[src/rtl/core/ucs_pkg.sv]
// Shared types, character codes and helper functions for the URL component splitter.
package ucs_pkg;

    localparam int QDEPTH = 4;
    localparam int QAW = 2;
    localparam int MAX_RECS = 4;

    localparam logic [7:0] CH_COLON = 8'h3A;
    localparam logic [7:0] CH_SLASH = 8'h2F;
    localparam logic [7:0] CH_QUEST = 8'h3F;
    localparam logic [7:0] CH_HASH = 8'h23;
    localparam logic [7:0] CH_UPPER_A = 8'h41;
    localparam logic [7:0] CH_UPPER_Z = 8'h5A;
    localparam logic [7:0] CH_LOWER_A = 8'h61;
    localparam logic [7:0] CH_LOWER_Z = 8'h7A;

    localparam logic [2:0] SEEN_PROTOCOL = 3'b001;
    localparam logic [2:0] SEEN_PORT = 3'b010;
    localparam logic [2:0] SEEN_PATH = 3'b100;

    typedef enum logic [2:0] {
        PH_NONE  = 3'd0,
        PH_HOST  = 3'd1,
        PH_PORT  = 3'd2,
        PH_PATH  = 3'd3,
        PH_QUERY = 3'd4,
        PH_FRAG  = 3'd5
    } phase_t;

    typedef enum logic [2:0] {
        KIND_PROTOCOL = 3'd0,
        KIND_HOST     = 3'd1,
        KIND_PORT     = 3'd2,
        KIND_PATH     = 3'd3,
        KIND_QUERY    = 3'd4,
        KIND_FRAGMENT = 3'd5
    } kind_t;

    typedef struct packed {
        logic [7:0] ch;
        logic       end_of_url;
    } item_t;

    typedef struct packed {
        logic [2:0]  field_kind;
        logic [10:0] field_start;
        logic [11:0] field_length;
        logic        defaulted;
        logic        bad_url;
        logic        run_last;
    } field_t;

    typedef struct packed {
        logic [2:0]              count;
        field_t [MAX_RECS-1:0]   recs;
    } entry_t;

    typedef struct packed {
        logic not_empty;
        logic full;
    } q_stat_t;

    function automatic kind_t kind_of_phase(phase_t ph);
        kind_t k;
        begin
            case (ph)
                PH_HOST:  k = KIND_HOST;
                PH_PORT:  k = KIND_PORT;
                PH_PATH:  k = KIND_PATH;
                PH_QUERY: k = KIND_QUERY;
                PH_FRAG:  k = KIND_FRAGMENT;
                default:  k = KIND_HOST;
            endcase
            return k;
        end
    endfunction

    function automatic field_t default_rec(kind_t kind);
        field_t r;
        begin
            r = '0;
            r.field_kind = kind;
            r.defaulted = 1'b1;
            return r;
        end
    endfunction

endpackage

[src/rtl/core/ucs_front.sv]
// Front part: takes URL characters, tracks the parse phase and builds each item's record group.
module ucs_front #(
    parameter int MAX_URL_LEN = 2048
) (
    input  logic             clk,
    input  logic             rst_n,
    input  logic             accept,
    input  ucs_pkg::item_t   item_data,
    output logic             push,
    output ucs_pkg::entry_t  entry
);

    localparam int PW = $clog2(MAX_URL_LEN + 1);
    localparam logic [PW-1:0] MAX_POS = PW'(MAX_URL_LEN);
    localparam logic [PW-1:0] ONE = PW'(1);

    function automatic ucs_pkg::field_t close_rec(ucs_pkg::kind_t kind,
                                                 logic [PW-1:0] start,
                                                 logic [PW-1:0] stop);
        ucs_pkg::field_t r;
        begin
            r = '0;
            r.field_kind = kind;
            r.field_start = 11'(start);
            r.field_length = (stop >= start) ? 12'(stop - start) : 12'd0;
            return r;
        end
    endfunction

    ucs_pkg::phase_t phase_reg, phase_next;
    logic            colon_reg, colon_next;
    logic            skip_reg, skip_next;
    logic [PW-1:0]   seg_reg, seg_next;
    logic [PW-1:0]   pos_reg, pos_next;
    logic [2:0]      seen_reg, seen_next;
    logic            err_reg, err_next;

    ucs_pkg::field_t [ucs_pkg::MAX_RECS-1:0] recs_v;
    logic [2:0]      n_v;
    logic            letter_v;

    always_comb
    begin
        phase_next = phase_reg;
        colon_next = colon_reg;
        skip_next = skip_reg;
        seg_next = seg_reg;
        pos_next = pos_reg;
        seen_next = seen_reg;
        err_next = err_reg;
        recs_v = '0;
        n_v = 3'd0;
        letter_v = (item_data.ch inside {[ucs_pkg::CH_UPPER_A:ucs_pkg::CH_UPPER_Z],
                                         [ucs_pkg::CH_LOWER_A:ucs_pkg::CH_LOWER_Z]});

        if (item_data.end_of_url)
        begin
            if (colon_reg)
            begin
                err_next = 1'b1;
                if (phase_reg == ucs_pkg::PH_NONE)
                begin
                    recs_v[n_v[1:0]] = close_rec(ucs_pkg::KIND_HOST, seg_next, pos_reg - ONE);
                    n_v = n_v + 3'd1;
                    phase_next = ucs_pkg::PH_PORT;
                    seen_next = seen_next | ucs_pkg::SEEN_PORT;
                    seg_next = pos_reg;
                end
            end
            recs_v[n_v[1:0]] = close_rec(ucs_pkg::kind_of_phase(phase_next), seg_next, pos_reg);
            n_v = n_v + 3'd1;
            if ((seen_next & ucs_pkg::SEEN_PROTOCOL) == 3'd0)
            begin
                recs_v[n_v[1:0]] = ucs_pkg::default_rec(ucs_pkg::KIND_PROTOCOL);
                n_v = n_v + 3'd1;
            end
            if ((seen_next & ucs_pkg::SEEN_PORT) == 3'd0)
            begin
                recs_v[n_v[1:0]] = ucs_pkg::default_rec(ucs_pkg::KIND_PORT);
                n_v = n_v + 3'd1;
            end
            if ((seen_next & ucs_pkg::SEEN_PATH) == 3'd0)
            begin
                recs_v[n_v[1:0]] = ucs_pkg::default_rec(ucs_pkg::KIND_PATH);
                n_v = n_v + 3'd1;
            end
        end
        else if (pos_reg >= MAX_POS)
        begin
            err_next = 1'b1;
        end
        else
        begin
            pos_next = pos_reg + ONE;
            colon_next = (item_data.ch == ucs_pkg::CH_COLON);
            if (colon_reg && letter_v)
            begin
                err_next = 1'b1;
            end
            if (skip_reg)
            begin
                skip_next = 1'b0;
                seg_next = pos_reg + ONE;
            end
            else if (colon_reg && phase_reg == ucs_pkg::PH_NONE
                     && item_data.ch == ucs_pkg::CH_SLASH)
            begin
                recs_v[n_v[1:0]] = close_rec(ucs_pkg::KIND_PROTOCOL, seg_reg, pos_reg - ONE);
                n_v = n_v + 3'd1;
                seen_next = seen_next | ucs_pkg::SEEN_PROTOCOL;
                phase_next = ucs_pkg::PH_HOST;
                skip_next = 1'b1;
                seg_next = pos_reg + ONE;
            end
            else
            begin
                if (colon_reg && phase_reg == ucs_pkg::PH_NONE)
                begin
                    recs_v[n_v[1:0]] = close_rec(ucs_pkg::KIND_HOST, seg_reg, pos_reg - ONE);
                    n_v = n_v + 3'd1;
                    phase_next = ucs_pkg::PH_PORT;
                    seen_next = seen_next | ucs_pkg::SEEN_PORT;
                    seg_next = pos_reg;
                end
                if (item_data.ch == ucs_pkg::CH_COLON && phase_next == ucs_pkg::PH_HOST)
                begin
                    recs_v[n_v[1:0]] = close_rec(ucs_pkg::kind_of_phase(phase_next),
                                                 seg_next, pos_reg);
                    n_v = n_v + 3'd1;
                    phase_next = ucs_pkg::PH_PORT;
                    seen_next = seen_next | ucs_pkg::SEEN_PORT;
                    seg_next = pos_reg + ONE;
                end
                else if (item_data.ch == ucs_pkg::CH_SLASH && phase_next <= ucs_pkg::PH_PORT)
                begin
                    recs_v[n_v[1:0]] = close_rec(ucs_pkg::kind_of_phase(phase_next),
                                                 seg_next, pos_reg);
                    n_v = n_v + 3'd1;
                    phase_next = ucs_pkg::PH_PATH;
                    seen_next = seen_next | ucs_pkg::SEEN_PATH;
                    seg_next = pos_reg;
                end
                else if (item_data.ch == ucs_pkg::CH_QUEST && phase_next <= ucs_pkg::PH_PATH)
                begin
                    recs_v[n_v[1:0]] = close_rec(ucs_pkg::kind_of_phase(phase_next),
                                                 seg_next, pos_reg);
                    n_v = n_v + 3'd1;
                    phase_next = ucs_pkg::PH_QUERY;
                    seg_next = pos_reg + ONE;
                end
                else if (item_data.ch == ucs_pkg::CH_HASH && phase_next <= ucs_pkg::PH_QUERY)
                begin
                    recs_v[n_v[1:0]] = close_rec(ucs_pkg::kind_of_phase(phase_next),
                                                 seg_next, pos_reg);
                    n_v = n_v + 3'd1;
                    phase_next = ucs_pkg::PH_FRAG;
                    seg_next = pos_reg + ONE;
                end
            end
        end

        for (int i = 0; i < ucs_pkg::MAX_RECS; i++)
        begin
            recs_v[i].bad_url = err_next;
            recs_v[i].run_last = ((3'(i) + 3'd1) == n_v);
        end
    end

    assign entry.count = n_v;
    assign entry.recs = recs_v;
    assign push = accept && (n_v != 3'd0);

    always_ff @(posedge clk or negedge rst_n)
    begin
        if (!rst_n)
        begin
            phase_reg <= ucs_pkg::PH_NONE;
            colon_reg <= 1'b0;
            skip_reg <= 1'b0;
            seg_reg <= '0;
            pos_reg <= '0;
            seen_reg <= 3'd0;
            err_reg <= 1'b0;
        end
        else if (accept)
        begin
            if (item_data.end_of_url)
            begin
                phase_reg <= ucs_pkg::PH_NONE;
                colon_reg <= 1'b0;
                skip_reg <= 1'b0;
                seg_reg <= '0;
                pos_reg <= '0;
                seen_reg <= 3'd0;
                err_reg <= 1'b0;
            end
            else
            begin
                phase_reg <= phase_next;
                colon_reg <= colon_next;
                skip_reg <= skip_next;
                seg_reg <= seg_next;
                pos_reg <= pos_next;
                seen_reg <= seen_next;
                err_reg <= err_next;
            end
        end
    end

endmodule

[src/rtl/core/ucs_queue.sv]
// Short queue of record groups between the front and back parts.
module ucs_queue (
    input  logic              clk,
    input  logic              rst_n,
    input  logic              push,
    input  ucs_pkg::entry_t   push_entry,
    input  logic              pop,
    output ucs_pkg::entry_t   head,
    output ucs_pkg::q_stat_t  stat
);

    localparam logic [ucs_pkg::QAW-1:0] PTR_STEP = (ucs_pkg::QAW)'(1);
    localparam logic [ucs_pkg::QAW:0]   CNT_STEP = (ucs_pkg::QAW + 1)'(1);

    ucs_pkg::entry_t mem_reg [ucs_pkg::QDEPTH];
    logic [ucs_pkg::QAW-1:0] wr_ptr_reg;
    logic [ucs_pkg::QAW-1:0] rd_ptr_reg;
    logic [ucs_pkg::QAW:0]   count_reg;
    logic                    do_push;
    logic                    do_pop;

    assign stat.not_empty = (count_reg != '0);
    assign stat.full = (count_reg == (ucs_pkg::QAW + 1)'(ucs_pkg::QDEPTH));
    assign do_push = push && !stat.full;
    assign do_pop = pop && stat.not_empty;
    assign head = mem_reg[rd_ptr_reg];

    always_ff @(posedge clk)
    begin
        if (do_push)
        begin
            mem_reg[wr_ptr_reg] <= push_entry;
        end
    end

    always_ff @(posedge clk or negedge rst_n)
    begin
        if (!rst_n)
        begin
            wr_ptr_reg <= '0;
            rd_ptr_reg <= '0;
            count_reg <= '0;
        end
        else
        begin
            if (do_push)
            begin
                wr_ptr_reg <= wr_ptr_reg + PTR_STEP;
            end
            if (do_pop)
            begin
                rd_ptr_reg <= rd_ptr_reg + PTR_STEP;
            end
            if (do_push && !do_pop)
            begin
                count_reg <= count_reg + CNT_STEP;
            end
            else if (do_pop && !do_push)
            begin
                count_reg <= count_reg - CNT_STEP;
            end
        end
    end

endmodule

[src/rtl/core/ucs_back.sv]
// Back part: walks the records of the queue head and presents them one per word.
module ucs_back (
    input  logic              clk,
    input  logic              rst_n,
    input  ucs_pkg::entry_t   head,
    input  ucs_pkg::q_stat_t  stat,
    output logic              pop,
    output logic              field_valid,
    input  logic              field_stall,
    output ucs_pkg::field_t   field_data
);

    logic [1:0]      idx_reg, idx_next;
    logic            valid_reg, valid_next;
    ucs_pkg::field_t data_reg;
    logic            load;
    logic            last_rec;

    assign load = stat.not_empty && (!valid_reg || !field_stall);
    assign last_rec = ((3'(idx_reg) + 3'd1) == head.count);
    assign pop = load && last_rec;

    always_comb
    begin
        idx_next = idx_reg;
        valid_next = valid_reg;
        if (load)
        begin
            valid_next = 1'b1;
            idx_next = last_rec ? 2'd0 : idx_reg + 2'd1;
        end
        else if (!field_stall)
        begin
            valid_next = 1'b0;
        end
    end

    always_ff @(posedge clk or negedge rst_n)
    begin
        if (!rst_n)
        begin
            idx_reg <= 2'd0;
            valid_reg <= 1'b0;
        end
        else
        begin
            idx_reg <= idx_next;
            valid_reg <= valid_next;
        end
    end

    always_ff @(posedge clk)
    begin
        if (load)
        begin
            data_reg <= head.recs[idx_reg];
        end
    end

    assign field_valid = valid_reg;
    assign field_data = data_reg;

endmodule

[src/rtl/core/url_component_splitter.sv]
// Top level of the URL component splitter: front classifier, record queue and output sequencer.
// Usage: the input channel (item_valid, item_stall, item_data) takes one URL character per
// word; a word with end_of_url set closes the URL. The output channel (field_valid,
// field_stall, field_data) gives one field record per word: kind, start, length, defaulted
// flag, bad flag and run_last on the final record caused by one input word.
// Throughput: one input word per cycle while the queue is not full. A character that closes
// a field yields one or two records, an end word up to four; the output register moves one
// record per cycle while the receiver does not stall. The first record of an input word is
// written into the queue and then loaded into the output register.
// A four-entry queue of record groups sits between the front and the back; item_stall is high
// while that queue is full, so characters that cause no record wait only in that case.
// When the receiver stalls, the output word holds and the queue fills behind it.
// Reset clears the parse state, the queue and the output valid flag; no records are pending.
// Records of a URL whose end word carries bad_url are to be discarded by the receiver.
module url_component_splitter #(
    parameter int MAX_URL_LEN = 2048
) (
    input  logic            clk,
    input  logic            rst_n,
    input  logic            item_valid,
    output logic            item_stall,
    input  ucs_pkg::item_t  item_data,
    output logic            field_valid,
    input  logic            field_stall,
    output ucs_pkg::field_t field_data
);

    logic             accept;
    logic             q_push;
    logic             q_pop;
    ucs_pkg::entry_t  q_in;
    ucs_pkg::entry_t  q_head;
    ucs_pkg::q_stat_t q_stat;

    assign item_stall = q_stat.full;
    assign accept = item_valid && !item_stall;

    ucs_front #(
        .MAX_URL_LEN(MAX_URL_LEN)
    ) u_front (
        .clk       (clk),
        .rst_n     (rst_n),
        .accept    (accept),
        .item_data (item_data),
        .push      (q_push),
        .entry     (q_in)
    );

    ucs_queue u_queue (
        .clk        (clk),
        .rst_n      (rst_n),
        .push       (q_push),
        .push_entry (q_in),
        .pop        (q_pop),
        .head       (q_head),
        .stat       (q_stat)
    );

    ucs_back u_back (
        .clk         (clk),
        .rst_n       (rst_n),
        .head        (q_head),
        .stat        (q_stat),
        .pop         (q_pop),
        .field_valid (field_valid),
        .field_stall (field_stall),
        .field_data  (field_data)
    );

    a_no_push_when_full: assert property (@(posedge clk) disable iff (!rst_n)
        !(q_push && q_stat.full))
        else $error("record group pushed into a full queue");

    a_end_gives_records: assert property (@(posedge clk) disable iff (!rst_n)
        (accept && item_data.end_of_url) |=> q_stat.not_empty)
        else $error("end word left no pending records");

    a_default_is_empty: assert property (@(posedge clk) disable iff (!rst_n)
        (field_valid && field_data.defaulted) |->
        (field_data.field_start == 11'd0 && field_data.field_length == 12'd0))
        else $error("defaulted record carries a position");

    a_pop_only_with_data: assert property (@(posedge clk) disable iff (!rst_n)
        q_pop |-> q_stat.not_empty)
        else $error("queue popped while empty");

endmodule

[config.mk]
export PLATFORM = sky130hd
export DESIGN_NAME = url_component_splitter
export DESIGN_NICKNAME = d
export VERILOG_FILES = /design/src/rtl/core/ucs_pkg.sv /design/src/rtl/core/ucs_front.sv /design/src/rtl/core/ucs_queue.sv /design/src/rtl/core/ucs_back.sv /design/src/rtl/core/url_component_splitter.sv
export SDC_FILE = /design/constraint.sdc
export NUM_CORES = 1
export LEC_CHECK = 0
export BUFFER_PORTS_ARGS = -buffer_cell sky130_fd_sc_hd__buf_2
export CAP_MARGIN = 20
export CORE_MARGIN = 2
export CORE_UTILIZATION = 61
export CTS_CLUSTER_SIZE = 24
export DETAILED_ROUTE_END_ITERATION = 7
export PLACE_DENSITY = 0.88
export SLEW_MARGIN = 20
export SYNTH_ARGS = -nofsm -noshare
export SYNTH_HDL_FRONTEND = slang
export SYNTH_SLANG_ARGS = --single-unit
export TNS_END_PERCENT = 20
[constraint.sdc]
create_clock -name clk -period 12.1 [get_ports clk]
set_input_delay 1.21 -clock clk [delete_from_list [all_inputs] [get_ports clk]]
set_output_delay 1.21 -clock clk [all_outputs]
set_load 0.02 [all_outputs]
=== Yosys cells after proc, flatten, opt, wreduce, memory -nomap -nowiden ===
Memories as Yosys holds them, arrays and structs flattened.
Index checks and enable logic that the tools add are counted.

* Flip-flop bits (word level): 72
* Bits in latches: 0
* Memory bits (writable): 476
* Bits in read-only memories: 0
* Input bits: 13
* Output and inout port bits: 31
* Word-level logic and storage cells: 283
* Memories: 1

* $add $sub $neg: 16
* Multipliers: 0
* Divide/modulo/power cells: 0
* Order comparisons: 22
* Eq/ne operators: 23
* Shift-type cells: 0
* Muxes and demuxes: 154
* Bitwise gates (word level): 9
* Reductions and logical operators: 39

{| class="wikitable"
|+ Memories
! name !! depth !! width !! rd ports !! clocked after memory_dff !! wr ports !! RTL line !! RTL
|-
| u_queue.mem_reg || 4 || 119 || 1 || 0 || 1 || ucs_queue.sv:15 || <nowiki>ucs_pkg::entry_t mem_reg [ucs_pkg::QDEPTH];</nowiki>
|}

{| class="wikitable"
|+ Operators by type and width
! cell !! number
|-
| $mux W116 || 12
|-
| $bwmux W116 || 5
|-
| $mux W29 || 13
|-
| $demux W29 S2 || 5
|-
| $mux W12 || 21
|-
| $mux W3 || 71
|-
| $and A112 B112 Y112 || 1
|-
| $not A112 Y112 || 1
|-
| $and A108 B108 Y108 || 1
|-
| $not A108 Y108 || 1
|-
| $and A104 B104 Y104 || 1
|-
| $not A104 Y104 || 1
|-
| $mux W87 || 1
|-
| $bmux W29 S2 || 1
|-
| $mux W27 || 2
|-
| $ge A12 B12 Y1 || 3
|-
| $sub A12 B12 Y12 || 3
|-
| $eq A8 B6 Y1 const B || 4
|-
| $pmux W3 S4 || 2
|-
| $logic_and A1 B1 Y1 || 22
|-
| $add A3 B1 Y3 const B || 6
|-
| $lt A2 B3 Y1 const B || 6
|-
| $mux W1 || 17
|-
| $ge A8 B7 Y1 const B || 2
|-
| other kinds (31) || 61
|}

=== Logic depth before layout (Yosys ltp) ===
* Depth after elaboration: 26
* Depth in mapped cells: 17

=== Cells and area by module ===
From an unflattened synthesis, not the netlist that was laid out.

* Cell total of the unflattened synthesis: 1494
* Area total of the unflattened synthesis: 24876.4 sq um

{| class="wikitable"
|+ Modules (own cells, without submodules)
! module !! times used !! cells an instance !! area each (sq um) !! seq. area each (sq um)
|-
| ucs_queue || 1 || 657 || 17585.6 || 14468.9
|-
| ucs_front || 1 || 753 || 5471.5 || 825.8
|-
| ucs_back || 1 || 83 || 1805.5 || 945.9
|-
| url_component_splitter || 1 || 1 || 13.8 || 0.0
|}

=== Worst setup path after synthesis ===
No wires, ideal clock.

* Path type: register to register
* From: register u_front.phase_reg[1]
* To: memory u_queue.mem_reg[0][0] in the netlist's numbering, enable pin
* Setup time: 0.431 ns
* Data arrival time: 4.826 ns
* Setup slack: 6.843 ns
* Cell stages (with the launch flop): 13
* Path buffers: 4
* Path through: dfrtp_1 -> buf_6 -> or4b_4 -> inv_2 -> buf_2 -> buf_1 -> clkbuf_1 -> fa_1 -> xnor2_1 -> o22ai_1 -> nor2_8 -> a31oi_4 -> and2_1

* Longest elaborated chain between the ends: 22
* Elaborated cells on any way between the ends: 51

{| class="wikitable"
|+ Ends and longest elaborated chain
! item !! RTL line !! RTL
|-
| start, declared || ucs_front.sv:30 || <nowiki>ucs_pkg::phase_t phase_reg, phase_next;</nowiki>
|-
| start signal, assigned || ucs_front.sv:177 || <nowiki>phase_reg <= ucs_pkg::PH_NONE;</nowiki>
|-
| start signal, assigned || ucs_front.sv:189 || <nowiki>phase_reg <= ucs_pkg::PH_NONE;</nowiki>
|-
| start signal, assigned || ucs_front.sv:199 || <nowiki>phase_reg <= phase_next;</nowiki>
|-
| branches (longest 16 deep; another with $add A3 B1 Y3) || - ||
|-
| $mux W3 * || ucs_front.sv:56 || <nowiki>if (item_data.end_of_url)</nowiki>
|-
| $reduce_bool A3 Y1 * || ucs_front.sv:171 || <nowiki>assign push = accept && (n_v != 3'd0);</nowiki>
|-
| $logic_and A1 B1 Y1 * || ucs_front.sv:171 ||
|-
| $logic_and A1 B1 Y1 * || ucs_queue.sv:24 || <nowiki>assign do_push = push && !stat.full;</nowiki>
|-
| via u_queue.do_push || ucs_queue.sv:19 || <nowiki>logic do_push;</nowiki>
|-
| $mux W1 * || ucs_queue.sv:30 || <nowiki>if (do_push)</nowiki>
|-
| $mux W1 (implied by the code) * || ucs_queue.sv:32 || <nowiki>mem_reg[wr_ptr_reg] <= push_entry;</nowiki>
|-
| end, declared || ucs_queue.sv:15 ||
|}

Mark *: on every way through the listed nets, which the timed path passes. The select of a mux whose other input is x is not followed.

=== Worst setup path in the final report ===
* From: register u_front.phase_reg[2]
* To: memory u_queue.mem_reg[3][54] in the netlist's numbering, enable pin

Same word-level chain as after synthesis.

==> out/results.tsv <==
metric	value	unit
antenna_found_initial	1	
cellLeakagePower	0.00668	uW
finalSetupViolCount	0	
area_growth	9.90	%
cts_resized	0	
ir_worst_vdd	0.000167	V
fp.dieW	168	um
final_core_util	0.676	
crit_fanout	66	
whs	481	ps
tightest_slew	989	ps
clk_path_buf_depth	3	
synth_most_common_cell	edfxtp_1	
globalRouteOverflowTotal	0	
h-tree-depth	2	
fin_skew	17.6	ps
post_synth_inst_count	1209	
antenna_cells	0	
cts_tree	yes	
coreArea	26700	um^2
pin_count	44	
drv_cap	0	
syn_avg_cell_area	13.6	um^2
cts.sinks	336	
synthTopCellsByArea	edfxtp_1, mux4_2, dfrtp_1	
grt_pass1_vias	10600	
ys_types	71	
hpwl	26200	um
grt_usage	0.289	
via_count	10600	
fp.dieH	168	um
grt_pass1_wl	62100	um
relSlewSlack	0.340	
synth-seq-cells	336	
synth_edf_count	293	
hold_viol	0	
detail_route.first_pass.iterations	5	
path_clk_slew	60	ps
status	complete, no violations	
cts_hold_buf	0	
drive_gt1_frac	0.156	
synth_commonest_cells	edfxtp_1, nor2_1, nand2_1, mux4_2, a21oi_1	
cp_data_arrival_time	5000	ps
drc	0	
synthFlopType	edfxtp_1	
post_cts_buffers	0	
yosysSeqAreaShare	0.601	
critPathKind	register to register	
root_buffer	clkbuf_16	
grt_setup_unrepaired	no	
io_buffers	43	
post-place-cells	1552	
p_per_area	224	nW/um^2
synthDominantCellAreaShare	0.535	
min_period	4860	ps
place.gp.congestion	0.978	
antenna_left	0	
finalCritPeriodShare	0.402	
worstSetupEndpointType	register	
tns	0	ps
grt_start_max_net_pins	67	
async_flop_share	0.128	
finalNetCount	1320	
post_drt_wl_per_cell	24.7	um
clk-insertion-delay-late	540	ps
drt-vias-per-instance	6.60	
largest_reg_flops	264	
start_kind	register	
hp-class	register to register	
dieArea	28300	um^2
yosysWarnings	0	
cts-buffers-inserted	35	
fmax	206	MHz
start_util	0.615	
netlist_area	16400	um^2
synth_largest_area_cell	edfxtp_1	
drv_slew	0	
routed_wl	39900	um
required	12240	ps
stdcell_count	1613	
rows	60	
drtIter0Drc	1176	
worst paths after layout:
| kind | start | endpoint | slack (ps) | depth (start not counted) |
|---|---|---|---|---|
| worst min-delay path | u_front.seg_reg[8]$_DFFE_PN0P_ | u_front.seg_reg[8]$_DFFE_PN0P_ | 480 | 2 |
| worst max register to register | u_front.phase_reg[2]$_DFFE_PN0P_ | u_queue.mem_reg[3][54]$_DFFE_PP_ | 7240 | 10 |
| worst max-delay path | u_front.phase_reg[2]$_DFFE_PN0P_ | u_queue.mem_reg[3][54]$_DFFE_PP_ | 7240 | 10 |
| worst min register to register | u_front.seg_reg[8]$_DFFE_PN0P_ | u_front.seg_reg[8]$_DFFE_PN0P_ | 480 | 2 |
| max in group asynchronous | rst_n | u_queue.rd_ptr_reg[0]$_DFFE_PN0P_ | 10920 | 1 |
| min in group asynchronous | rst_n | u_front.phase_reg[2]$_DFFE_PN0P_ | 700 | 1 |
cells in the final DEF (no fill, tap or decap), types with 10 or more instances in the layout:
cell type / synthesis / layout
buf_2: 3 / 42
buf_4: 0 / 13
xor2_1: 27 / 27
nor2_1: 98 / 98
nand2b_1: 18 / 18
a21oi_1: 67 / 67
edfxtp_1: 293 / 293
nand3_1: 20 / 20
o221ai_1: 10 / 10
mux2i_1: 26 / 26
o22ai_1: 12 / 12
and2_1: 19 / 15
inv_1: 37 / 37
a21o_1: 22 / 22
nand2_1: 96 / 96
xnor2_1: 27 / 27
dfrtp_1: 43 / 40
mux4_2: 70 / 70
nor3_1: 23 / 23
nand4_1: 10 / 10
ha_1: 54 / 54
clkbuf_16: 0 / 35
and3_1: 11 / 11
o21ai_0: 63 / 63
report_power, final:
| group | internal [uW] | leakage, uW | switching (uW) |
|---|---|---|---|
| clock network | 583 | 0.000532 | 459 |
| logic | 587 | 0.00281 | 825 |
| registers | 1490 | 0.00334 | 112 |
metal layers:
| layer | track usage | vias up | share of wire |
|---|---|---|---|
| li1 | - | 4679 | - |
| met5 | 0 | - | 0 |
| met3 | 0.0428 | 98 | 0.083 |
| met1 | 0.412 | 5283 | 0.41 |
| met4 | 0.0915 | 0 | 0.031 |
| met2 | 0.468 | 584 | 0.48 |
final cells by class:
class,count,area (um^2)
sequential,336,9880
timing repair buffer,55,308
multi-input combinational,781,6200
inverter,39,146
tap,341,427
clock buffer,47,951
fill,1803,8670
clock inverter,14,148
stage by stage:
| stage | setup slack [ps] | cell area, um^2 | total power (uW) |
|---|---|---|---|
| final | 7240 | 18100 | 4050 |
| after global routing | 6980 | 18100 | 4220 |
| after CTS | 7300 | 18100 | 4050 |
| after detailed placement | 7340 | 17000 | 3000 |
| after global placement | 7400 | 17000 | 2950 |
| after floorplan | 6840 | 16400 | 2610 |
cell families (layout without fill, tap and decap cells):
kind of cell             count (synthesis)  in the layout  share of synthesized area
AO/OA/AOI/OAI                          229            229                     0.0870
XOR/XNOR                                54             54                     0.0288
adder cells (fa/ha/maj)                 59             59                     0.0472
buffers and inverters                   95            155                     0.0228
flip-flops                             336            336                      0.601
multiplexers                            98             98                      0.113
other                                    1              4                   0.000228
AND/OR/NAND/NOR                        337            337                     0.0997
worst max-delay path: stages (launching register included):
cell	delay, ps
dfrtp_1	480
or4b_4	730
inv_2	570
nor2_2	180
fa_1	590
xnor2_1	160
o22ai_1	390
nor2_8	70
a31oi_4	290
and2_2	220
buf_4	740
No activity file was read; power rests on OpenSTA's default activity.
